**src/alk_pkg.sv**
```systemverilog
package alk_pkg;

	localparam int TIMER_BITS = 20;
	localparam int CFG_W      = 20;
	localparam int CMP_W      = (TIMER_BITS > CFG_W) ? TIMER_BITS : CFG_W;
	localparam int REG_IDX_W  = 3;

	localparam logic [CMP_W-1:0] TMAX = CMP_W'({TIMER_BITS{1'b1}});

	typedef logic [TIMER_BITS-1:0] ticks_t;
	typedef logic [CFG_W-1:0]      preset_t;

	typedef enum logic [2:0] {
		MODE_CLOSED     = 3'd0,
		MODE_D1_OPENING = 3'd1,
		MODE_D1_OPEN    = 3'd2,
		MODE_D1_CLOSING = 3'd3,
		MODE_D2_OPENING = 3'd4,
		MODE_D2_OPEN    = 3'd5,
		MODE_D2_CLOSING = 3'd6,
		MODE_ERROR      = 3'd7
	} mode_t;

	typedef enum logic [1:0] {
		PH_OPENING = 2'd1,
		PH_OPEN    = 2'd2,
		PH_CLOSING = 2'd3
	} phase_t;

	typedef enum logic [1:0] {
		LAMP_OFF  = 2'd0,
		LAMP_SLOW = 2'd1,
		LAMP_FAST = 2'd2
	} lamp_t;

	typedef enum logic [REG_IDX_W-1:0] {
		REG_OPENING_LIMIT = 3'd0,
		REG_AUTO_CLOSE    = 3'd1,
		REG_OPEN_LIMIT    = 3'd2,
		REG_CLOSING_LIMIT = 3'd3,
		REG_RESET_HOLD    = 3'd4
	} reg_idx_t;

	typedef struct packed {
		preset_t opening_limit;
		preset_t auto_close;
		preset_t open_limit;
		preset_t closing_limit;
		preset_t reset_hold;
	} cfg_t;

	typedef struct packed {
		logic d1_button_out;
		logic d1_button_in;
		logic d1_is_opened;
		logic d1_is_closed;
		logic d1_barrier_clear;
		logic d2_button_out;
		logic d2_button_in;
		logic d2_is_opened;
		logic d2_is_closed;
		logic d2_barrier_clear;
	} item_t;

	// motor bit 0 d1 open, 1 d1 close, 2 d2 open, 3 d2 close
	typedef struct packed {
		mode_t            mode;
		ticks_t [1:0]     et;
		logic [3:0]       motor;
		lamp_t [1:0]      lamp;
	} state_t;

	typedef struct packed {
		mode_t mode_code;
		logic  d1_drive_open;
		logic  d1_drive_close;
		logic  d2_drive_open;
		logic  d2_drive_close;
		lamp_t d1_lamp_mode;
		lamp_t d2_lamp_mode;
	} result_t;

	typedef struct packed {
		ticks_t et;
		logic   done;
	} ton_t;

	// On-delay timer tick: count saturates at the clipped preset.
	function automatic ton_t ton_step(ticks_t et, logic en, preset_t preset);
		logic [CMP_W-1:0] pt;
		logic [CMP_W-1:0] cur;
		ton_t r;
		pt = CMP_W'(preset);
		if (pt > TMAX) pt = TMAX;
		cur = CMP_W'(et);
		if (!en) begin
			r.et = '0;
			r.done = 1'b0;
		end else begin
			if (cur >= pt) cur = pt;
			else cur = CMP_W'(cur + 1'b1);
			r.et = cur[TIMER_BITS-1:0];
			r.done = (cur >= pt);
		end
		return r;
	endfunction

	function automatic mode_t door_mode(logic d, phase_t ph);
		mode_t m;
		unique case (ph)
			PH_OPENING: m = d ? MODE_D2_OPENING : MODE_D1_OPENING;
			PH_OPEN:    m = d ? MODE_D2_OPEN : MODE_D1_OPEN;
			default:    m = d ? MODE_D2_CLOSING : MODE_D1_CLOSING;
		endcase
		return m;
	endfunction

endpackage

```
**src/alk_cfg.sv**
```systemverilog
module alk_cfg (
	input  logic                          clk,
	input  logic                          arst_n,
	input  logic                          wr_en,
	input  logic [alk_pkg::REG_IDX_W-1:0] wr_index,
	input  logic [alk_pkg::CFG_W-1:0]     wr_data,
	output alk_pkg::cfg_t                 cfg
);
	import alk_pkg::*;

	cfg_t cfg_q;

	always_ff @(posedge clk or negedge arst_n) begin
		if (!arst_n) begin
			cfg_q.opening_limit <= CFG_W'(10000);
			cfg_q.auto_close    <= CFG_W'(5000);
			cfg_q.open_limit    <= CFG_W'(30000);
			cfg_q.closing_limit <= CFG_W'(10000);
			cfg_q.reset_hold    <= CFG_W'(3000);
		end else if (wr_en) begin
			unique case (wr_index)
				REG_OPENING_LIMIT: cfg_q.opening_limit <= wr_data;
				REG_AUTO_CLOSE:    cfg_q.auto_close <= wr_data;
				REG_OPEN_LIMIT:    cfg_q.open_limit <= wr_data;
				REG_CLOSING_LIMIT: cfg_q.closing_limit <= wr_data;
				REG_RESET_HOLD:    cfg_q.reset_hold <= wr_data;
				default: ;
			endcase
		end
	end

	assign cfg = cfg_q;

endmodule

```
**src/alk_step.sv**
```systemverilog
module alk_step (
	input  alk_pkg::cfg_t   cfg,
	input  alk_pkg::item_t  item,
	input  alk_pkg::state_t cur,
	output alk_pkg::state_t nxt
);
	import alk_pkg::*;

	always_comb begin
		logic   d;
		logic   btn, opened, closed, clear;
		logic   b1, b2;
		ton_t   t, t1, t2;
		logic [CMP_W-1:0] et_ext;

		nxt = cur;
		b1 = item.d1_button_out | item.d1_button_in;
		b2 = item.d2_button_out | item.d2_button_in;
		d = (cur.mode >= MODE_D2_OPENING);
		btn    = d ? b2 : b1;
		opened = d ? item.d2_is_opened : item.d1_is_opened;
		closed = d ? item.d2_is_closed : item.d1_is_closed;
		clear  = d ? item.d2_barrier_clear : item.d1_barrier_clear;
		t = '0;
		t1 = '0;
		t2 = '0;
		et_ext = '0;

		unique case (cur.mode) inside
			MODE_CLOSED: begin
				if (b1) begin
					nxt.et[0] = '0;
					nxt.mode = MODE_D1_OPENING;
				end else if (b2) begin
					nxt.et[1] = '0;
					nxt.mode = MODE_D2_OPENING;
				end
			end
			MODE_ERROR: begin
				nxt.motor = '0;
				nxt.lamp[0] = LAMP_FAST;
				nxt.lamp[1] = LAMP_FAST;
				t1 = ton_step(cur.et[0], item.d1_button_out, cfg.reset_hold);
				t2 = ton_step(cur.et[1], item.d2_button_out, cfg.reset_hold);
				nxt.et[0] = t1.et;
				nxt.et[1] = t2.et;
				if (t1.done || t2.done) begin
					nxt.lamp[0] = LAMP_OFF;
					nxt.lamp[1] = LAMP_OFF;
					// timer kept: closing limit counts on from the hold count
					if (item.d1_is_closed && item.d2_is_closed)
						nxt.mode = MODE_CLOSED;
					else if (!item.d1_is_closed && item.d2_is_closed)
						nxt.mode = MODE_D1_CLOSING;
					else if (item.d1_is_closed && !item.d2_is_closed)
						nxt.mode = MODE_D2_CLOSING;
				end
			end
			MODE_D1_OPENING, MODE_D2_OPENING: begin
				nxt.motor[{d, 1'b0}] = 1'b1;
				t = ton_step(cur.et[d], 1'b1, cfg.opening_limit);
				nxt.et[d] = t.et;
				if (opened) begin
					nxt.motor[{d, 1'b0}] = 1'b0;
					nxt.et[d] = '0;
					nxt.mode = door_mode(d, PH_OPEN);
				end else begin
					nxt.mode = t.done ? MODE_ERROR : door_mode(d, PH_OPENING);
				end
			end
			MODE_D1_OPEN, MODE_D2_OPEN: begin
				t = ton_step(cur.et[d], 1'b1, cfg.open_limit);
				nxt.et[d] = t.et;
				et_ext = CMP_W'(t.et);
				if (et_ext > CMP_W'(cfg.auto_close) && clear) begin
					nxt.et[d] = '0;
					nxt.mode = door_mode(d, PH_CLOSING);
				end else begin
					nxt.mode = t.done ? MODE_ERROR : door_mode(d, PH_OPEN);
				end
			end
			default: begin
				nxt.motor[{d, 1'b1}] = 1'b1;
				t = ton_step(cur.et[d], 1'b1, cfg.closing_limit);
				nxt.et[d] = t.et;
				nxt.lamp[d] = LAMP_SLOW;
				if (!clear || btn) begin
					// reopen
					nxt.motor[{d, 1'b1}] = 1'b0;
					nxt.lamp[d] = LAMP_OFF;
					nxt.et[d] = '0;
					nxt.mode = door_mode(d, PH_OPENING);
				end else if (closed) begin
					nxt.motor[{d, 1'b1}] = 1'b0;
					nxt.lamp[d] = LAMP_OFF;
					nxt.mode = MODE_CLOSED;
				end else begin
					nxt.mode = t.done ? MODE_ERROR : door_mode(d, PH_CLOSING);
				end
			end
		endcase
	end

endmodule

```
**src/alk_out.sv**
```systemverilog
module alk_out (
	input  logic             clk,
	input  logic             arst_n,
	input  logic             push,
	input  alk_pkg::result_t push_data,
	output logic             full,
	output logic             out_valid,
	input  logic             out_stall,
	output alk_pkg::result_t out_data
);
	import alk_pkg::*;

	// slot 0 drives the port, slot 1 is the skid entry
	logic    v0_q, v1_q;
	result_t d0_q, d1_q;
	logic    pop;

	assign pop = v0_q & ~out_stall;

	always_ff @(posedge clk or negedge arst_n) begin
		if (!arst_n) begin
			v0_q <= 1'b0;
			v1_q <= 1'b0;
		end else begin
			if (v1_q) begin
				if (pop) v1_q <= 1'b0;
			end else if (v0_q) begin
				if (push && !pop) v1_q <= 1'b1;
				if (!push && pop) v0_q <= 1'b0;
			end else if (push) begin
				v0_q <= 1'b1;
			end
		end
	end

	always_ff @(posedge clk) begin
		if (v1_q) begin
			if (pop) d0_q <= d1_q;
		end else if (push) begin
			if (!v0_q || pop) d0_q <= push_data;
			else d1_q <= push_data;
		end
	end

	assign full = v1_q;
	assign out_valid = v0_q;
	assign out_data = d0_q;

endmodule

```
**src/two_door_airlock_interlock.sv**
```systemverilog
// The input register takes an item; its result item is computed from it and
// written into the output buffer once that buffer has room.
// Throughput: one item per cycle; the input side stalls only while an item
// waits in the input register and the two-entry output buffer is full.
// Reset (arst_n low, asynchronous): mode closed, both timers zero, motors and
// lamps off, registers back to their defaults, no item in flight.
module two_door_airlock_interlock (
	input  logic                          clk,
	input  logic                          arst_n,
	input  logic                          wr_en,
	input  logic [alk_pkg::REG_IDX_W-1:0] wr_index,
	input  logic [alk_pkg::CFG_W-1:0]     wr_data,
	input  logic                          in_valid,
	output logic                          in_stall,
	input  logic                          d1_button_out,
	input  logic                          d1_button_in,
	input  logic                          d1_is_opened,
	input  logic                          d1_is_closed,
	input  logic                          d1_barrier_clear,
	input  logic                          d2_button_out,
	input  logic                          d2_button_in,
	input  logic                          d2_is_opened,
	input  logic                          d2_is_closed,
	input  logic                          d2_barrier_clear,
	output logic                          out_valid,
	input  logic                          out_stall,
	output logic [2:0]                    mode_code,
	output logic                          d1_drive_open,
	output logic                          d1_drive_close,
	output logic                          d2_drive_open,
	output logic                          d2_drive_close,
	output logic [1:0]                    d1_lamp_mode,
	output logic [1:0]                    d2_lamp_mode
);
	import alk_pkg::*;

	cfg_t    cfg;
	item_t   item_s1;
	logic    valid_s1;
	state_t  state_q, state_nxt;
	result_t res;
	result_t out_data;
	logic    full;
	logic    accept;
	logic    adv;

	alk_cfg u_cfg (
		.clk      (clk),
		.arst_n   (arst_n),
		.wr_en    (wr_en),
		.wr_index (wr_index),
		.wr_data  (wr_data),
		.cfg      (cfg)
	);

	assign in_stall = valid_s1 & full;
	assign accept = in_valid & ~in_stall;
	assign adv = valid_s1 & ~full;

	always_ff @(posedge clk or negedge arst_n) begin
		if (!arst_n) valid_s1 <= 1'b0;
		else valid_s1 <= accept | (valid_s1 & full);
	end

	always_ff @(posedge clk) begin
		if (accept) begin
			item_s1.d1_button_out    <= d1_button_out;
			item_s1.d1_button_in     <= d1_button_in;
			item_s1.d1_is_opened     <= d1_is_opened;
			item_s1.d1_is_closed     <= d1_is_closed;
			item_s1.d1_barrier_clear <= d1_barrier_clear;
			item_s1.d2_button_out    <= d2_button_out;
			item_s1.d2_button_in     <= d2_button_in;
			item_s1.d2_is_opened     <= d2_is_opened;
			item_s1.d2_is_closed     <= d2_is_closed;
			item_s1.d2_barrier_clear <= d2_barrier_clear;
		end
	end

	alk_step u_step (
		.cfg  (cfg),
		.item (item_s1),
		.cur  (state_q),
		.nxt  (state_nxt)
	);

	always_ff @(posedge clk or negedge arst_n) begin
		if (!arst_n) begin
			state_q.mode  <= MODE_CLOSED;
			state_q.et    <= '0;
			state_q.motor <= '0;
			state_q.lamp  <= {LAMP_OFF, LAMP_OFF};
		end else if (adv) begin
			state_q <= state_nxt;
		end
	end

	always_comb begin
		res.mode_code      = state_nxt.mode;
		res.d1_drive_open  = state_nxt.motor[0];
		res.d1_drive_close = state_nxt.motor[1];
		res.d2_drive_open  = state_nxt.motor[2];
		res.d2_drive_close = state_nxt.motor[3];
		res.d1_lamp_mode   = state_nxt.lamp[0];
		res.d2_lamp_mode   = state_nxt.lamp[1];
	end

	alk_out u_out (
		.clk       (clk),
		.arst_n    (arst_n),
		.push      (adv),
		.push_data (res),
		.full      (full),
		.out_valid (out_valid),
		.out_stall (out_stall),
		.out_data  (out_data)
	);

	assign mode_code      = out_data.mode_code;
	assign d1_drive_open  = out_data.d1_drive_open;
	assign d1_drive_close = out_data.d1_drive_close;
	assign d2_drive_open  = out_data.d2_drive_open;
	assign d2_drive_close = out_data.d2_drive_close;
	assign d1_lamp_mode   = out_data.d1_lamp_mode;
	assign d2_lamp_mode   = out_data.d2_lamp_mode;

endmodule

```
**config.mk**
```make
export PLATFORM = sky130hd
export DESIGN_NAME = two_door_airlock_interlock
export DESIGN_NICKNAME = d
export VERILOG_FILES = /design/src/alk_pkg.sv /design/src/alk_cfg.sv /design/src/alk_step.sv /design/src/alk_out.sv /design/src/two_door_airlock_interlock.sv
export SDC_FILE = /design/constraint.sdc
export NUM_CORES = 1
export LEC_CHECK = 0
export BUFFER_PORTS_ARGS = -buffer_cell sky130_fd_sc_hd__clkbuf_2
export CAP_MARGIN = 30
export CORE_MARGIN = 10
export CORE_UTILIZATION = 38
export DETAILED_ROUTE_END_ITERATION = 10
export GPL_TIMING_DRIVEN = 1
export PLACE_DENSITY = 0.61
export SYNTH_ARGS = -nofsm -noshare
export SYNTH_HDL_FRONTEND = slang
export SYNTH_SLANG_ARGS = --single-unit
```
**constraint.sdc**
```tcl
create_clock -name clk -period 7.37 [get_ports clk]
set_input_delay 1.474 -clock clk [delete_from_list [all_inputs] [get_ports clk]]
set_output_delay 1.474 -clock clk [all_outputs]
set_load 0.03 [all_outputs]
```
==> results of run 1 <==
-- kinds of logic (layout without fill, tap and decap cells) --
logic type,Yosys count,after routing,share of synthesized area
simple gates,531,531,0.1509
flops,186,186,0.3046
compound gates,507,507,0.2012
mux,112,112,0.07472
buf+inv,261,285,0.06467
fa+ha+maj,220,220,0.1725
xor+xnor,57,57,0.03135
-- how the worst max path moves through the flow --
| stage | startpoint | cells after the start | to |
|---|---|---|---|
| 2_1_floorplan | state_q[50]$_DFFE_PN0P_ | 29 | flip-flop |
| 3_3_place_gp | state_q[50]$_DFFE_PN0P_ | 20 | u_out.out_data[9]$_DFFE_PP_ |
| 3_5_place_dp | state_q[50]$_DFFE_PN0P_ | 20 | u_out.out_data[9]$_DFFE_PP_ |
| 4_1_cts | state_q[50]$_DFFE_PN0P_ | 18 | u_out.out_data[8]$_DFFE_PP_ |
| 5_1_grt | state_q[50]$_DFFE_PN0P_ | 18 | u_out.out_data[8]$_DFFE_PP_ |
| 6_report | state_q[50]$_DFFE_PN0P_ | 18 | u_out.out_data[8]$_DFFE_PP_ |
-- cell usage after synthesis (all sizes together) (29+ instances only) --
cell | number | area share
a21o | 34 | 0.016
a21oi | 131 | 0.041
a221oi | 30 | 0.017
buf | 30 | 0.010
clkbuf | 60 | 0.014
dfrtp | 125 | 0.20
dfstp | 29 | 0.048
edfxtp | 32 | 0.060
ha | 217 | 0.17
inv | 171 | 0.040
mux2 | 52 | 0.037
mux2i | 60 | 0.038
nand2 | 224 | 0.053
nand3 | 52 | 0.016
nor2 | 126 | 0.030
o21ai | 162 | 0.051
xnor2 | 36 | 0.020
-- per-layer routing --
layer	routed length, µm	up-vias	GRT usage
li1	-	6769	-
met3	4128	61	0.03630
met1	26020	6920	0.3106
met2	23940	570	0.3319
met5	0	-	0
met4	1209	0	0.06822
-- critical path, delay by kind of cell, from the launching register on --
| family | cells | cell delay, ns |
|---|---|---|
| compound gates | 12 | 4.30 |
| mux | 1 | 0.43 |
| buf+inv | 2 | 0.21 |
| fa+ha+maj | 2 | 0.66 |
| simple gates | 1 | 0.11 |
| flops | 1 | 0.67 |
-- metrics by stage --
| step | std cells | util | hold slack (ns) | cell area, µm² | setup WS, ns |
|---|---|---|---|---|---|
| detailed placement | 2397 | 0.4077 | 0.4628 | 16760 | 0.8496 |
| global placement | 2395 | 0.4071 | 0.4607 | 16740 | 0.9298 |
| CTS | 2429 | 0.4226 | 0.4835 | 17370 | 0.8345 |
| global route | 2430 | 0.4233 | 0.5155 | 17400 | 0.2463 |
| finish | 2430 | 0.4233 | 0.4838 | 17400 | 0.8040 |
| floorplan | 1874 | - | 0.4457 | 15920 | 1.206 |
-- final cells by class --
| cell class | instances | area (µm²) |
|---|---|---|
| Sequential cell | 186 | 4852 |
| Inverter | 171 | 641.9 |
| Timing Repair Buffer | 82 | 536.8 |
| Tap cell | 532 | 665.6 |
| Fill cell | 4112 | 23710 |
| Clock buffer | 17 | 425.4 |
| Multi-Input combinational cell | 1427 | 10090 |
| Clock inverter | 15 | 188.9 |
-- cell usage in the layout (no fill, tap or decap), drive strengths merged, types with 33 or more instances in the layout --
cell    netlist  final
o21ai       162    162
buf          30     33
a21o         34     34
xnor2        36     36
nand3        52     52
mux2         52     52
nor2        126    126
nand2       224    224
mux2i        60     60
ha          217    217
inv         171    181
clkbuf       60     66
dfrtp       125    125
a21oi       131    131
==> summary.txt, run 1 <==
STA
  – Hold Violations, Final: 0
  – # setup viols final: 0
  – Fmax: 152.3 MHz
  – Min cycle time layout: 6.566 ns
  – Period utilization: 0.8909
  – RSZ-0062 raised after global routing: false
  – Clock Skews: approximately 0.020 ns
  – Worst-margin pin slew: around 1.0 ns
  – Rel. slew slack: 0.2930
  – Setup TNS: 0 ns
  – Slew Viols, Final: 0

GRT
  – All-layer global routing usage: 0.2187
  – Grt ovf: 0
  – Initial antenna violation count: 0
  – First-pass GRT wire length: 85,300 µm
  – Largest net degree at the start of global routing: approximately 100
  – Vias in the first global route: 13,840

Setup path
  – Nature of the critical path startpoint: flip-flop
  – R2R Setup Slk: 0.80 ns
  – Cells on worst reg2reg path: 18
  – Crit path capture type: flip-flop
  – Critical-path top delay cell: a31oi_4
  – CP max FO: 37
  – R2r startpoint: state_q[50]$_DFFE_PN0P_
  – Worst EP required: about 7.7 ns
  – Setup CP Type: flip-flop to flip-flop
  – CP cell instances: o21ai_0 -> ha_1 -> a21oi_1 -> o21ai_0 -> a2111oi_0 -> a21oi_1 -> a31oi_4 -> mux2i_1 -> inv_1 -> ha_1 -> o21ai_0 -> a21oi_1 -> o21ai_0 -> a211oi_1 -> nor2_1 -> o311ai_0 -> inv_1 -> a41oi_1
  – Top cell by count, worst path: o21ai_0
  – FF-to-FF End: u_out.out_data[8]$_DFFE_PP_
  – Arr. time, crit path: 6.89 ns
  – Slowest stage delay, CP: 0.81 ns

Route
  – TritonRoute pass-1 iters: 5
  – WL/cell: about 23 µm
  – Vias/cell: 5.893
  – Final WL: 55,300 µm
  – Residual DRC: 0
  – Initial DRC count: 1,458
  – Via Count: 14,320
  – Number of routed nets with antenna violations: 0

CTS
  – Clk pin slew, worst setup/hold paths: 0.09 ns
  – Clock tree buffer depth: 2
  – Setup Fix Bufs, Post-CTS: 0
  – CTS Sinks: 186
  – Clk Latency, worst-skew pair: 0.48 ns
  – CTS buffer count: 17
  – H-tree levels: 4
  – Root Buffer: clkbuf_16
  – # resized after CTS: 0
  – CTS tree: built
  – Cts hold-fix bufs: 0

Yosys
  – Asr flop ratio synth: 0.8280
  – Top FF cell, synth: dfrtp_1
  – Number of flops mapped to enable cells by yosys: 32
  – Mapped Nets: 2,129
  – Synth cell types: 81
  – #FFs+latches synth: 186
  – Total of warnings raised by yosys: 0
  – Seq/Total Area, Yosys: 0.3046
  – Syn Area/Cell: 8.497 µm²
  – Post-synthesis instance total: 1,874
  – Synthesized cell area: 15,920 µm²

Die
  – Die W: 224.7 µm
  – Die area: 50,490 µm²
  – I/O pin total: 51
  – Core box area: 41,110 µm²
  – Chip height: 224.7 µm
  – Rows: 74
  – Initial core utilization: 0.3874

Status
  – Run status: complete, no violations

Placed design
  – RD Place Congestion: 0.9934
  – PortBufs: 50
  – Detailed placer's ending HPWL: 43,700 µm

Final layout
  – Layout area overhead: 9.271%
  – Nets@finish: 2,140
  – # diodes: 0
  – Layout cells sized above 1: 0.1170

Min path
  – HP Class: flip-flop to flip-flop
  – Worst Hold End: state_q[2]$_DFFE_PN0P_
  – Min-Delay Startpoint: state_q[2]$_DFFE_PN0P_
  – Hold Path Cell Cnt: 2

Flow run
  – MaxCap Viol Count: 0
Power of run 1 is not shown: default switching activity piles up to over one toggle a cycle in this logic, so the estimate is an artifact.
==> run 2, diff against run 1 <==
--- a/config.mk
+++ b/config.mk
@@ -5,6 +5,7 @@
 export SDC_FILE = /design/constraint.sdc
 export NUM_CORES = 1
 export LEC_CHECK = 0
+export ABC_AREA = 1
 export BUFFER_PORTS_ARGS = -buffer_cell sky130_fd_sc_hd__clkbuf_2
 export CAP_MARGIN = 30
 export CORE_MARGIN = 10
==> summary.txt, run 2 <==
Setup path
  – Critical path depth: 28 (+10)
  – Top delay family on crit path: simple AND/OR/NAND/NOR gates
  – CP bufs+invs: 5 (+3)
  – Nature of the critical path startpoint: flip-flop
  – R2r startpoint: state_q[50]$_DFFE_PN0P_
  – R2R Setup Slk: 1.20 ns (+0.40 ns)
  – Worst EP required: 7.61 ns (-0.08 ns)
  – CP max FO: 50 (+35%)
  – Setup CP Type: flip-flop to flip-flop
  – Arr. time, crit path: 6.40 ns (-0.49 ns)
  – Critical path origin: state_q[50]$_DFFE_PN0P_
  – Cells on worst reg2reg path: 28 (+10)
  – Crit path capture type: flip-flop
  – Slowest stage delay, CP: 0.85 ns (+0.04 ns)
  – Top cell by count, worst path: nand2_1
  – Critical-path top delay cell: dfrtp_4

Route
  – Vias/cell: 5.344 (-9.3%)
  – Via Count: 17,000 (+19%)
  – DRT met1 WL: 27,850 µm (+7.0%)
  – Initial DRC count: 1,754 (+20%)
  – DR WL met3: 4941 µm (+20%)
  – Routed wl met2: 25,560 µm (+6.8%)
  – WL/cell: 18.66 µm (-18%)
  – Residual DRC: 0 (unchanged)
  – Final WL: 59,370 µm (+7.4%)
  – TritonRoute pass-1 iters: 6 (+1)
  – Highest Signal Layer: met4
  – Number of routed nets with antenna violations: 0 (unchanged)

Final layout
  – Commonest non-fill, non-tap cell in the layout: nand2_1
  – Nets@finish: 2,823 (+32%)
  – Fillers: 4,685 (+14%)
  – Layout area overhead: 9.025%
  – # diodes: 0 (unchanged)
  – Most frequent cells in the layout: 775 x nand2_1, 376 x inv_1, 279 x o21ai_0
  – Layout cells sized above 1: 0.08059 (-0.03638)

Yosys
  – Top cell type's share of synthesized area: 0.1812 (-0.01521)
  – Asr flop ratio synth: 0.8280 (unchanged)
  – Seq/Total Area, Yosys: 0.2810 (-0.02358)
  – Most frequent cell after synthesis: nand2_1
  – Synth area leaders: dfrtp_1 18%, nand2_1 17%, ha_1 16%, inv_1 8.2%, o21ai_0 8.1%
  – Post-synthesis instance total: 2,549 (+36%)
  – Dominant cell type by area after synthesis: dfrtp_1
  – Number of flops mapped to enable cells by yosys: 32 (unchanged)
  – Syn Area/Cell: 6.771 µm² (-20%)
  – Synth cell types: 51 (-37%)
  – #FFs+latches synth: 186 (unchanged)
  – Total of warnings raised by yosys: 0 (unchanged)
  – Top FF cell, synth: dfrtp_1
  – Synth cell count leaders: 775 x nand2_1, 376 x inv_1, 279 x o21ai_0
  – Synthesized cell area: 17,260 µm² (+8.4%)
  – Mapped Nets: 2,804 (+32%)

Die
  – Die area: 54,350 µm² (+7.6%)
  – Core box area: 45,190 µm² (+9.9%)
  – Rows: 78 (+5.4%)
  – Die W: 233.1 µm (+3.7%)
  – Chip height: 233.1 µm (+3.7%)
  – Initial core utilization: 0.3820 (-0.005372)
  – I/O pin total: 51 (unchanged)

Min path
  – Min-Delay Startpoint: u_cfg.cfg[66]$_DFFE_PN0P_
  – Hold Path Cell Cnt: 2 (unchanged)
  – HP Class: flip-flop to flip-flop

STA
  – Worst-margin pin slew: 0.9096 ns (-0.1399 ns)
  – # setup viols final: 0 (unchanged)
  – Fmax: 162.1 MHz (+6.5%)
  – Setup WS post-layout: 1.202 ns (+0.3979 ns)
  – Hold Slack: 0.4871 ns (+0.003285 ns)
  – Period utilization: 0.8369 (-0.05399)
  – Setup TNS: 0 ns (unchanged)
  – RSZ-0062 raised after global routing: false
  – Min cycle time layout: 6.168 ns (-0.3979 ns)
  – Rel. slew slack: 0.3929 (+0.09997)
  – Clock Skews: 0.01552 ns (-0.004167 ns)
  – Hold Violations, Final: 0 (unchanged)
  – Slew Viols, Final: 0 (unchanged)

GRT
  – All-layer global routing usage: 0.2200 (+0.001247)
  – Initial antenna violation count: 0 (unchanged)
  – First-pass GRT wire length: 92,840 µm (+8.8%)
  – Grt ovf: 0 (unchanged)
  – Largest net degree at the start of global routing: 96 (-5.9%)
  – Vias in the first global route: 16,270 (+18%)

CTS
  – Clock tree buffer depth: 2 (unchanged)
  – H-tree levels: 4 (unchanged)
  – CTS tree: built
  – Root Buffer: clkbuf_16
  – Clk pin slew, worst setup/hold paths: 0.08 ns (about the same)
  – CTS Sinks: 186 (unchanged)
  – CTS buffer count: 17 (unchanged)
  – Clk Latency, worst-skew pair: 0.48 ns (about the same)
  – # resized after CTS: 0 (unchanged)
  – Cts hold-fix bufs: 0 (unchanged)
  – Setup Fix Bufs, Post-CTS: 0 (unchanged)

Placed design
  – Setup WS pre-CTS: 1.260 ns (+0.4104 ns)
  – Detailed placer's ending HPWL: 47,220 µm (+8.0%)
  – PortBufs: 50 (unchanged)
  – RD Place Congestion: 0.9866 (-0.68%)

Flow run
  – MaxCap Viol Count: 0 (unchanged)

Status
  – Run status: complete, no violations
==> run 2: final timing paths <==
path / endpoint
worst max-delay path: u_out.out_data[10]$_DFFE_PP_
worst min-delay path: u_cfg.cfg[66]$_DFFE_PN0P_
worst max register to register: u_out.out_data[10]$_DFFE_PP_
worst min register to register: u_cfg.cfg[66]$_DFFE_PN0P_
max in group asynchronous: state_q[50]$_DFFE_PN0P_
min in group asynchronous: state_q[4]$_DFFE_PN0P_
==> run 2: kinds of logic after synthesis <==
kind of cell               synth area share
AOI/OAI and AO/OA                    0.1722
adders and majority gates            0.1573
xor gates and xnor gates            0.01820
DFF                                  0.2810
buffers and inverters                0.1071
and+or+nand+nor                      0.2642
==> run 2: metal layers <==
| layer | global-route usage | vias up |
|---|---|---|
| li1 | - | 8377 |
| met1 | 0.3181 | 7914 |
| met2 | 0.3296 | 658 |
| met3 | 0.03628 | 51 |
| met4 | 0.06228 | 0 |
| met5 | 0 | - |
==> run 2: layout make-up <==
class / instances / area (µm²) / area share
sequential: 186 / 4855 / 0.2580
clock buffer: 18 / 429.2 / 0.02281
clock inverter: 14 / 181.4 / 0.009641
tap: 600 / 750.7 / 0.03989
inverter: 391 / 1468 / 0.07799
timing repair buffer: 86 / 546.8 / 0.02906
multi-input combinational: 1886 / 10590 / 0.5626
==> run 2: worst reg2reg max path: cells and delay by family (launching register included) <==
kind | cells | cell delay [ns]
AND/OR/NAND/NOR | 18 | 2.76
flip-flops | 1 | 0.85
AO/OA/AOI/OAI | 3 | 0.54
buffers and inverters | 5 | 1.06
adder cells (fa/ha/maj) | 1 | 0.31
XOR/XNOR | 1 | 0.39
==> run 2: stage by stage <==
stage | area, µm² | utilization | cells
5_1_grt | 18820 | 0.4165 | 3181
6_report | 18820 | 0.4165 | 3181
4_1_cts | 18780 | 0.4157 | 3179
3_3_place_gp | 18170 | 0.4022 | 3147
3_5_place_dp | 18170 | 0.4022 | 3147
2_1_floorplan | 17260 | - | 2549
Power of run 2 is left out for the same reason.
